<file path="config.mk">
export PLATFORM = sky130hd
export DESIGN_NAME = channel_overcurrent_trip_unit
export DESIGN_NICKNAME = d
export VERILOG_FILES = /design/src/sv/oct_pkg.sv /design/src/sv/oct_csr.sv /design/src/sv/oct_scale.sv /design/src/sv/oct_trip.sv /design/src/sv/channel_overcurrent_trip_unit.sv
export VERILOG_INCLUDE_DIRS = /design/src /design/src/sv
export SDC_FILE = /design/constraint.sdc
export NUM_CORES = 2
export LEC_CHECK = 0
export BUFFER_PORTS_ARGS = -buffer_cell sky130_fd_sc_hd__buf_2
export CORE_ASPECT_RATIO = 0.8
export CORE_MARGIN = 5
export CORE_UTILIZATION = 35
export CTS_CLUSTER_DIAMETER = 150
export DETAILED_ROUTE_END_ITERATION = 16
export PLACE_DENSITY = 0.61
export SKIP_LAST_GASP = 1
export SLEW_MARGIN = 20
export SYNTH_ARGS = -nofsm -noshare
export SYNTH_HDL_FRONTEND = slang
export SYNTH_SLANG_ARGS = --single-unit
</file>
<file path="constraint.sdc">
create_clock -name clock -period 9 [get_ports clock]
set_input_delay 1.8 -clock clock [delete_from_list [all_inputs] [get_ports clock]]
set_output_delay 1.8 -clock clock [all_outputs]
set_load 0.01 [all_outputs]
</file>
<file path="src/sv/assert_macros.svh">
// ----------------------------------------------------------------------------
// assert_macros.svh
// Clocked assertion helpers shared by the overcurrent trip unit.
// ----------------------------------------------------------------------------
`ifndef ASSERT_MACROS_SVH
`define ASSERT_MACROS_SVH

// same-cycle implication, sampled on clock, off during reset
`define OCT_ASSERT_IMPL(lbl, ante, cons, msg) \
   lbl: assert property (@(posedge clock) disable iff (reset) (ante) |-> (cons)) \
      else $error(msg);

// next-cycle implication, sampled on clock, off during reset
`define OCT_ASSERT_NEXT(lbl, ante, cons, msg) \
   lbl: assert property (@(posedge clock) disable iff (reset) (ante) |=> (cons)) \
      else $error(msg);

`endif

</file>
<file path="src/sv/oct_pkg.sv">
`timescale 1ns / 1ps
// ----------------------------------------------------------------------------
// oct_pkg
// Shared constants and types of the channel overcurrent trip unit.
// ----------------------------------------------------------------------------
package oct_pkg;

   localparam int CHANNELS            = 14;
   localparam int HIGH_POWER_CHANNELS = 4;
   localparam int ADC_BITS            = 10;

   localparam int CH_W     = 4;
   localparam int CH_IDX_W = (CHANNELS > 1) ? $clog2(CHANNELS) : 1;
   localparam int GAIN_W   = 16;
   localparam int LEVEL_W  = 18;
   localparam int TIME_W   = 32;
   localparam int CUR_W    = 18;
   localparam int FRAC_W   = 8;
   localparam int PROD_W   = ADC_BITS + GAIN_W;
   localparam int SCALED_W = PROD_W - FRAC_W;

   localparam int REQ_DATA_W  = 48;
   localparam int RSP_DATA_W  = 24;
   localparam int CSR_INDEX_W = 3;
   localparam int CSR_DATA_W  = 32;

   localparam logic [CUR_W-1:0]   CUR_MAX           = '1;
   localparam logic [GAIN_W-1:0]  GAIN_RESET        = GAIN_W'(256);
   localparam logic [LEVEL_W-1:0] LEVEL_RESET       = '1;
   localparam logic [TIME_W-1:0]  TRIP_DELAY_RESET  = TIME_W'(1000);

   typedef enum logic [CSR_INDEX_W-1:0] {
      CSR_HP_GAIN  = 3'd0,
      CSR_LP_GAIN  = 3'd1,
      CSR_HP_LEVEL = 3'd2,
      CSR_LP_LEVEL = 3'd3,
      CSR_DELAY    = 3'd4
   } csr_reg_type;

   typedef enum logic [1:0] {
      STATUS_OFF   = 2'd0,
      STATUS_ON    = 2'd1,
      STATUS_SHORT = 2'd2
   } status_type;

   typedef struct packed {
      logic [GAIN_W-1:0]  hp_gain;
      logic [GAIN_W-1:0]  lp_gain;
      logic [LEVEL_W-1:0] hp_level;
      logic [LEVEL_W-1:0] lp_level;
      logic [TIME_W-1:0]  delay;
   } cfg_type;

   // sample after the gain multiply
   typedef struct packed {
      logic [CH_W-1:0]   channel;
      logic              hp;
      logic              enabled;
      logic [TIME_W-1:0] now;
      logic [PROD_W-1:0] product;
   } scaled_type;

   // lowest field last so the packed struct maps straight onto tdata
   typedef struct packed {
      logic             any_tripped;
      logic             drive;
      status_type       status;
      logic [CUR_W-1:0] current_ma;
   } result_type;

endpackage

</file>
<file path="src/sv/oct_csr.sv">
`timescale 1ns / 1ps
// ----------------------------------------------------------------------------
// oct_csr
// Configuration registers: gains, trip levels and trip delay.
// ----------------------------------------------------------------------------
module oct_csr
   import oct_pkg::*;
(
   input  logic                   clock,
   input  logic                   reset,
   input  logic                   csr_valid,
   output logic                   csr_ready,
   input  logic [CSR_INDEX_W-1:0] csr_index,
   input  logic [CSR_DATA_W-1:0]  csr_data,
   output cfg_type                cfg
);

   cfg_type cfg_ff;

   assign csr_ready = 1'b1;
   assign cfg       = cfg_ff;

   always_ff @(posedge clock) begin
      if (reset) begin
         cfg_ff.hp_gain  <= GAIN_RESET;
         cfg_ff.lp_gain  <= GAIN_RESET;
         cfg_ff.hp_level <= LEVEL_RESET;
         cfg_ff.lp_level <= LEVEL_RESET;
         cfg_ff.delay    <= TRIP_DELAY_RESET;
      end else if (csr_valid && csr_ready) begin
         case (csr_index)
            CSR_HP_GAIN: begin
               cfg_ff.hp_gain <= csr_data[GAIN_W-1:0];
            end
            CSR_LP_GAIN: begin
               cfg_ff.lp_gain <= csr_data[GAIN_W-1:0];
            end
            CSR_HP_LEVEL: begin
               cfg_ff.hp_level <= csr_data[LEVEL_W-1:0];
            end
            CSR_LP_LEVEL: begin
               cfg_ff.lp_level <= csr_data[LEVEL_W-1:0];
            end
            CSR_DELAY: begin
               cfg_ff.delay <= csr_data[TIME_W-1:0];
            end
            default: begin
            end
         endcase
      end
   end

endmodule

</file>
<file path="src/sv/oct_scale.sv">
`timescale 1ns / 1ps
// ----------------------------------------------------------------------------
// oct_scale
// Input register and gain multiply, product registered for the trip stage.
// ----------------------------------------------------------------------------
module oct_scale
   import oct_pkg::*;
(
   input  logic                clock,
   input  logic                reset,
   input  logic                in_valid,
   output logic                in_ready,
   input  logic [CH_W-1:0]     in_channel,
   input  logic [ADC_BITS-1:0] in_adc_code,
   input  logic                in_enabled,
   input  logic [TIME_W-1:0]   in_now,
   input  cfg_type             cfg,
   output logic                out_valid,
   input  logic                out_ready,
   output scaled_type          out_item
);

   logic                s1_valid_ff;
   logic [CH_W-1:0]     s1_channel_ff;
   logic [ADC_BITS-1:0] s1_adc_ff;
   logic                s1_enabled_ff;
   logic [TIME_W-1:0]   s1_now_ff;

   logic                s2_valid_ff;
   scaled_type          s2_item_ff;
   scaled_type          s2_item_in;

   logic                s1_load;
   logic                s2_load;
   logic                hp;
   logic [GAIN_W-1:0]   gain;

   assign s2_load  = !s2_valid_ff || out_ready;
   assign s1_load  = !s1_valid_ff || s2_load;
   assign in_ready = s1_load;

   assign out_valid = s2_valid_ff;
   assign out_item  = s2_item_ff;

   always_comb begin
      hp   = (32'(s1_channel_ff) < HIGH_POWER_CHANNELS);
      gain = hp ? cfg.hp_gain : cfg.lp_gain;
      s2_item_in.channel = s1_channel_ff;
      s2_item_in.hp      = hp;
      s2_item_in.enabled = s1_enabled_ff;
      s2_item_in.now     = s1_now_ff;
      s2_item_in.product = PROD_W'(s1_adc_ff) * PROD_W'(gain);
   end

   always_ff @(posedge clock) begin
      if (reset) begin
         s1_valid_ff <= 1'b0;
         s2_valid_ff <= 1'b0;
      end else begin
         if (s1_load) begin
            s1_valid_ff <= in_valid;
         end
         if (s2_load) begin
            s2_valid_ff <= s1_valid_ff;
         end
      end
   end

   always_ff @(posedge clock) begin
      if (s1_load && in_valid) begin
         s1_channel_ff <= in_channel;
         s1_adc_ff     <= in_adc_code;
         s1_enabled_ff <= in_enabled;
         s1_now_ff     <= in_now;
      end
      if (s2_load && s1_valid_ff) begin
         s2_item_ff <= s2_item_in;
      end
   end

endmodule

</file>
<file path="src/sv/oct_trip.sv">
`timescale 1ns / 1ps
// ----------------------------------------------------------------------------
// oct_trip
// Per-channel last-ok times and short latches, trip decision and result.
// ----------------------------------------------------------------------------
module oct_trip
   import oct_pkg::*;
(
   input  logic       clock,
   input  logic       reset,
   input  logic       advance,
   input  scaled_type item,
   input  cfg_type    cfg,
   output result_type result,
   output logic       latch_any
);

   logic [TIME_W-1:0]   last_ok_ff [CHANNELS];
   logic [CHANNELS-1:0] latch_ff;

   logic                in_range;
   logic [CH_IDX_W-1:0] idx;
   logic [SCALED_W-1:0] scaled;
   logic [CUR_W-1:0]    cur;
   logic [LEVEL_W-1:0]  level;
   logic                ok;
   logic [TIME_W-1:0]   elapsed;
   logic                set;
   logic                latched;

   always_comb begin
      in_range = (32'(item.channel) < CHANNELS);
      idx      = in_range ? item.channel[CH_IDX_W-1:0] : '0;
      scaled   = item.product[PROD_W-1:FRAC_W];
      cur      = (scaled > CUR_MAX) ? CUR_MAX : CUR_W'(scaled);
      level    = item.hp ? cfg.hp_level : cfg.lp_level;
      // a healthy sample refreshes last-ok, so elapsed only counts when not ok
      ok       = (cur < level) || !item.enabled;
      elapsed  = item.now - last_ok_ff[idx];
      set      = in_range && !ok && (elapsed > cfg.delay);
      latched  = latch_ff[idx] || set;

      result.any_tripped = (|latch_ff) || set;
      if (!in_range) begin
         result.current_ma = '0;
         result.status     = STATUS_OFF;
         result.drive      = 1'b0;
      end else if (latched) begin
         result.current_ma = '0;
         result.status     = STATUS_SHORT;
         result.drive      = 1'b1;
      end else begin
         result.current_ma = cur;
         result.status     = item.enabled ? STATUS_ON : STATUS_OFF;
         result.drive      = item.enabled;
      end
   end

   assign latch_any = |latch_ff;

   always_ff @(posedge clock) begin
      if (reset) begin
         latch_ff <= '0;
         for (int i = 0; i < CHANNELS; i++) begin
            last_ok_ff[i] <= '0;
         end
      end else if (advance && in_range) begin
         if (ok) begin
            last_ok_ff[idx] <= item.now;
         end
         if (set) begin
            latch_ff[idx] <= 1'b1;
         end
      end
   end

endmodule

</file>
<file path="src/sv/channel_overcurrent_trip_unit.sv">
`timescale 1ns / 1ps
// ----------------------------------------------------------------------------
// channel_overcurrent_trip_unit
// Per-channel overcurrent protection with a trip delay and sticky short latch.
// ----------------------------------------------------------------------------
//  channel  dir  handshake            payload
//  req_     in   req_tvalid/tready    channel, adc_code, channel_enabled, now_ticks
//  rsp_     out  rsp_tvalid/tready    current_ma, channel_status, drive, any_tripped
//  csr_     in   csr_valid/ready      csr_index, csr_data
//
// one word per cycle sustained while rsp is not stalled; a word accepted on req
// is offered on rsp after the input, product and result registers, since the
// gain multiply is registered ahead of the per-channel trip logic.
// synchronous active-high reset clears all latches and last-ok times and loads
// the register defaults. a stalled rsp backs up stage by stage, req_tready
// drops only once every stage holds a word. csr writes are taken every cycle.
// ----------------------------------------------------------------------------
`include "assert_macros.svh"

module channel_overcurrent_trip_unit
   import oct_pkg::*;
(
   input  logic                   clock,
   input  logic                   reset,
   input  logic                   req_tvalid,
   output logic                   req_tready,
   // [3:0] channel, [13:4] adc_code, [14] channel_enabled, [46:15] now_ticks
   input  logic [REQ_DATA_W-1:0]  req_tdata,
   output logic                   rsp_tvalid,
   input  logic                   rsp_tready,
   // [17:0] current_ma, [19:18] channel_status, [20] drive, [21] any_tripped
   output logic [RSP_DATA_W-1:0]  rsp_tdata,
   input  logic                   csr_valid,
   output logic                   csr_ready,
   input  logic [CSR_INDEX_W-1:0] csr_index,
   input  logic [CSR_DATA_W-1:0]  csr_data
);

   localparam int ADC_LSB = CH_W;
   localparam int EN_BIT  = ADC_LSB + ADC_BITS;
   localparam int NOW_LSB = EN_BIT + 1;

   cfg_type    cfg;
   scaled_type scaled_item;
   result_type result;
   logic       scaled_valid;
   logic       latch_any;
   logic       rsp_load;
   logic       trip_fire;

   logic       rsp_valid_ff;
   result_type rsp_result_ff;

   oct_csr u_csr (
      .clock     (clock),
      .reset     (reset),
      .csr_valid (csr_valid),
      .csr_ready (csr_ready),
      .csr_index (csr_index),
      .csr_data  (csr_data),
      .cfg       (cfg)
   );

   oct_scale u_scale (
      .clock       (clock),
      .reset       (reset),
      .in_valid    (req_tvalid),
      .in_ready    (req_tready),
      .in_channel  (req_tdata[CH_W-1:0]),
      .in_adc_code (req_tdata[EN_BIT-1:ADC_LSB]),
      .in_enabled  (req_tdata[EN_BIT]),
      .in_now      (req_tdata[NOW_LSB+TIME_W-1:NOW_LSB]),
      .cfg         (cfg),
      .out_valid   (scaled_valid),
      .out_ready   (rsp_load),
      .out_item    (scaled_item)
   );

   oct_trip u_trip (
      .clock     (clock),
      .reset     (reset),
      .advance   (trip_fire),
      .item      (scaled_item),
      .cfg       (cfg),
      .result    (result),
      .latch_any (latch_any)
   );

   assign rsp_load  = !rsp_valid_ff || rsp_tready;
   assign trip_fire = scaled_valid && rsp_load;

   always_ff @(posedge clock) begin
      if (reset) begin
         rsp_valid_ff <= 1'b0;
      end else if (rsp_load) begin
         rsp_valid_ff <= scaled_valid;
      end
   end

   always_ff @(posedge clock) begin
      if (trip_fire) begin
         rsp_result_ff <= result;
      end
   end

   assign rsp_tvalid = rsp_valid_ff;
   assign rsp_tdata  = RSP_DATA_W'(rsp_result_ff);

   // short latches only clear on reset
   `OCT_ASSERT_NEXT(a_latch_sticky, latch_any, latch_any, "short latch cleared without reset")
   `OCT_ASSERT_IMPL(a_short_drives, rsp_valid_ff && (rsp_result_ff.status == STATUS_SHORT),
      rsp_result_ff.drive && rsp_result_ff.any_tripped && (rsp_result_ff.current_ma == '0),
      "short word without drive, any_tripped or zero current")
   `OCT_ASSERT_IMPL(a_undriven_off, rsp_valid_ff && !rsp_result_ff.drive,
      rsp_result_ff.status == STATUS_OFF, "undriven channel not reported off")

endmodule

</file>
==> run_results.csv <==
group,metric,value,unit
sta,worst_slew_pin_slew,1130,ps
finish,multi_input_area,15800,µm²
finish,regArea,19500,µm²
die,start_util,35.2,%
power_and_ir_drop,leakagePower,16.2,nW
placed_design,place_hpwl,65.5,mm
sta,fin_crit_sh,89.2,%
sta,timing.slew.headroom,24.6,%
drt,drt-met1-wl,49.8,mm
synthesis,ys_seq_area_share,53.2,%
synthesis,syn_inst,3177,
drt,routedWlPerCell,22.4,µm
die,die_area,112000,µm²
finish,final_util,39.4,%
job,cap_violations,0,
sta,finalCriticalPeriod,8030,ps
run_status,status,"complete, no violations",
finish,fillers,9902,
clocking,clock_tree.buffer_depth,3,
sta,setup_tns,0,ps
critical_path,slowest_delay,730,ps
critical_path,critical_path_required,9340,ps
grt,grt-ovfl-total,0,
grt,antenna_found_initial,6,
power_and_ir_drop,vdd_drop_max,0.145,mV
clocking,clock_sinks,690,
synthesis,yosysUniqueCellTypes,74,
synthesis,synth_edf_count,573,
drt,met3_wirelength,9.28,mm
clocking,clk_pin_slew_worst_paths,60,ps
grt,grt_pass1_wl,155,mm
drt,drt_iter0_markers,2496,
grt,grt_pass1_vias,23726,
sta,setup_violations,0,
critical_path,critPathSlowestCell,"edfxtp_1",
clocking,cts_max_level,3,
synthesis,async_flop_share,0,%
clocking,cts_tree,"done",
die,core,104000,µm²
drt,vias,24494,
die,die_w,372,µm
power_and_ir_drop,p_per_area,185,nW/µm²
synthesis,yosysWarnings,0,
critical_path,crit_type,"reg -> reg",
finish,nNetsFinal,3535,
drt,drc,0,
placed_design,place_congestion,0.864,
clocking,cts_resized,0,
critical_path,critPathMaxFanout,22,
placed_design,portBuffers,110,
critical_path,path_buf_inv,0,
hold_path,hold_path_class,"reg -> reg",
die,die_h,300,µm
drt,top_layer_used,"met4",
drt,dr.pass1.iters,6,
grt,grt_max_degree,107,
die,row_count,106,
grt,grt_use_total,18.5,%
sta,drv_slew,0,
sta,finalHoldViolations,0,
critical_path,cp.arrival,8370,ps
die,pin_count,115,
finish,syn2layout_area_growth,12.1,%
sta,setup_slack,971,ps
placed_design,preCtsSetupSlack,1160,ps
sta,fmax,125,MHz
critical_path,end_kind,"flip-flop",
clocking,cts_hold_buf,0,
drt,wl_met2,43.2,mm
synthesis,avgSynthCellArea,11.6,µm²
synthesis,syn_area,36700,µm²
synthesis,synth-seq-cells,690,
critical_path,setup.worst_path.start_class,"flip-flop",
drt,drt_wl_total,104,mm
synthesis,ys.flop_type,"edfxtp_1",
sta,finClkSkew,25.9,ps
finish,final_layout_size_suffix_gt1_share,10.6,%
clocking,clk_latency,650,ps
critical_path,crit_family,"simple AND/OR/NAND/NOR gates",
clocking,post_cts_buffers,0,
sta,rsz0062_at_grt,"no",
drt,final_antenna_net_count,0,
sta,holdWs,415,ps
clocking,cts_root_buf,"clkbuf_16",
drt,via_per_inst,5.26,
clocking,cts_made_buffers,72,
-- cells in the final DEF (no fill, tap or decap), drive strengths merged, types with 25 or more instances in the layout --
cell	instances
a21o	40
dfxtp	117
inv	168
buf	171
mux2i	169
nand2	386
edfxtp	573
clkinv	25
nand3b	47
nor3	26
o221ai	108
fa	110
xnor2	30
o21ai	111
and2	500
ha	139
nor2	39
a21oi	132
clkbuf	99
-- final cells by class --
class / instances / share of cell area [%]
flip-flops and latches: 690 / 47.5
multi-input cells: 2100 / 38.4
clock buffers: 99 / 5.05
well taps: 1404 / 4.27
repair buffers: 171 / 2.61
inverters: 163 / 1.49
clock inverters: 32 / 0.666
diodes: 2 / 0.0122
-- cell usage after synthesis, drive strengths merged (108+ instances only) --
cell type,count,area [µm²]
o221ai,108,946
edfxtp,573,17200
mux2i,169,1690
a21oi,132,661
and2,500,3130
nand2,386,1450
fa,110,2200
inv,162,608
dfxtp,117,2340
o21ai,111,556
ha,139,1740
clkbuf,166,623
-- registers in the layout (all words and copies together) (netlist names) --
signal / cells
u_trip.latch_ff: 14
u_scale.s1_valid_ff: 1
u_scale.out_valid: 1
rsp_tdata: 22
u_scale.out_item: 56
u_scale.s1_channel_ff: 4
u_scale.s1_now_ff: 32
u_trip.last_ok_ff: 448
u_csr.cfg: 100
rsp_tvalid: 1
u_scale.s1_adc_ff: 10
u_scale.s1_enabled_ff: 1
-- logic make-up (layout without fill, tap and decap cells) --
kind of cell,Yosys count,after routing,synth area share (%)
multiplexers,188,188,5.25
adder cells (fa/ha/maj),249,249,10.7
AO/OA/AOI/OAI,476,476,8.67
XOR/XNOR,43,43,1.03
AND/OR/NAND/NOR,1141,1141,16.9
flip-flops,690,690,53.2
other,2,5,0.0205
buffers and inverters,388,465,4.14
-- layer usage --
layer	global-route usage (%)	up-vias
met4	4.40	0
li1	-	11233
met1	28.7	12154
met5	0	-
met2	26.3	965
met3	3.85	142
-- stage by stage --
stage          std cells  area (µm²)  power [mW]
3_3_place_gp        4526       38700        4.66
3_5_place_dp        4528       38800        4.68
5_1_grt             4660       41100        7.92
4_1_cts             4659       41100        7.66
6_report            4661       41100        7.62
2_1_floorplan       3178       36700        4.34
-- where the power goes --
group          internal, mW  switching [mW]  leakage [nW]
registers              3.59          0.0889          6.76
logic                 0.350           0.606          8.28
clock network          1.67            1.32          1.16
total                  5.61            2.01          16.2
-- path summary, 6_finish.rpt --
check,startpoint,end,slack (ps),depth (start not counted)
setup / recovery,u_scale.out_item[62],rsp_tdata[21],970,25
hold / removal,u_scale.s1_now_ff[16],u_scale.out_item[42],420,0
setup reg to reg,u_scale.out_item[62],rsp_tdata[21],970,25
hold reg to reg,u_scale.s1_now_ff[16],u_scale.out_item[42],420,0
(Power assumes the default switching activity.)
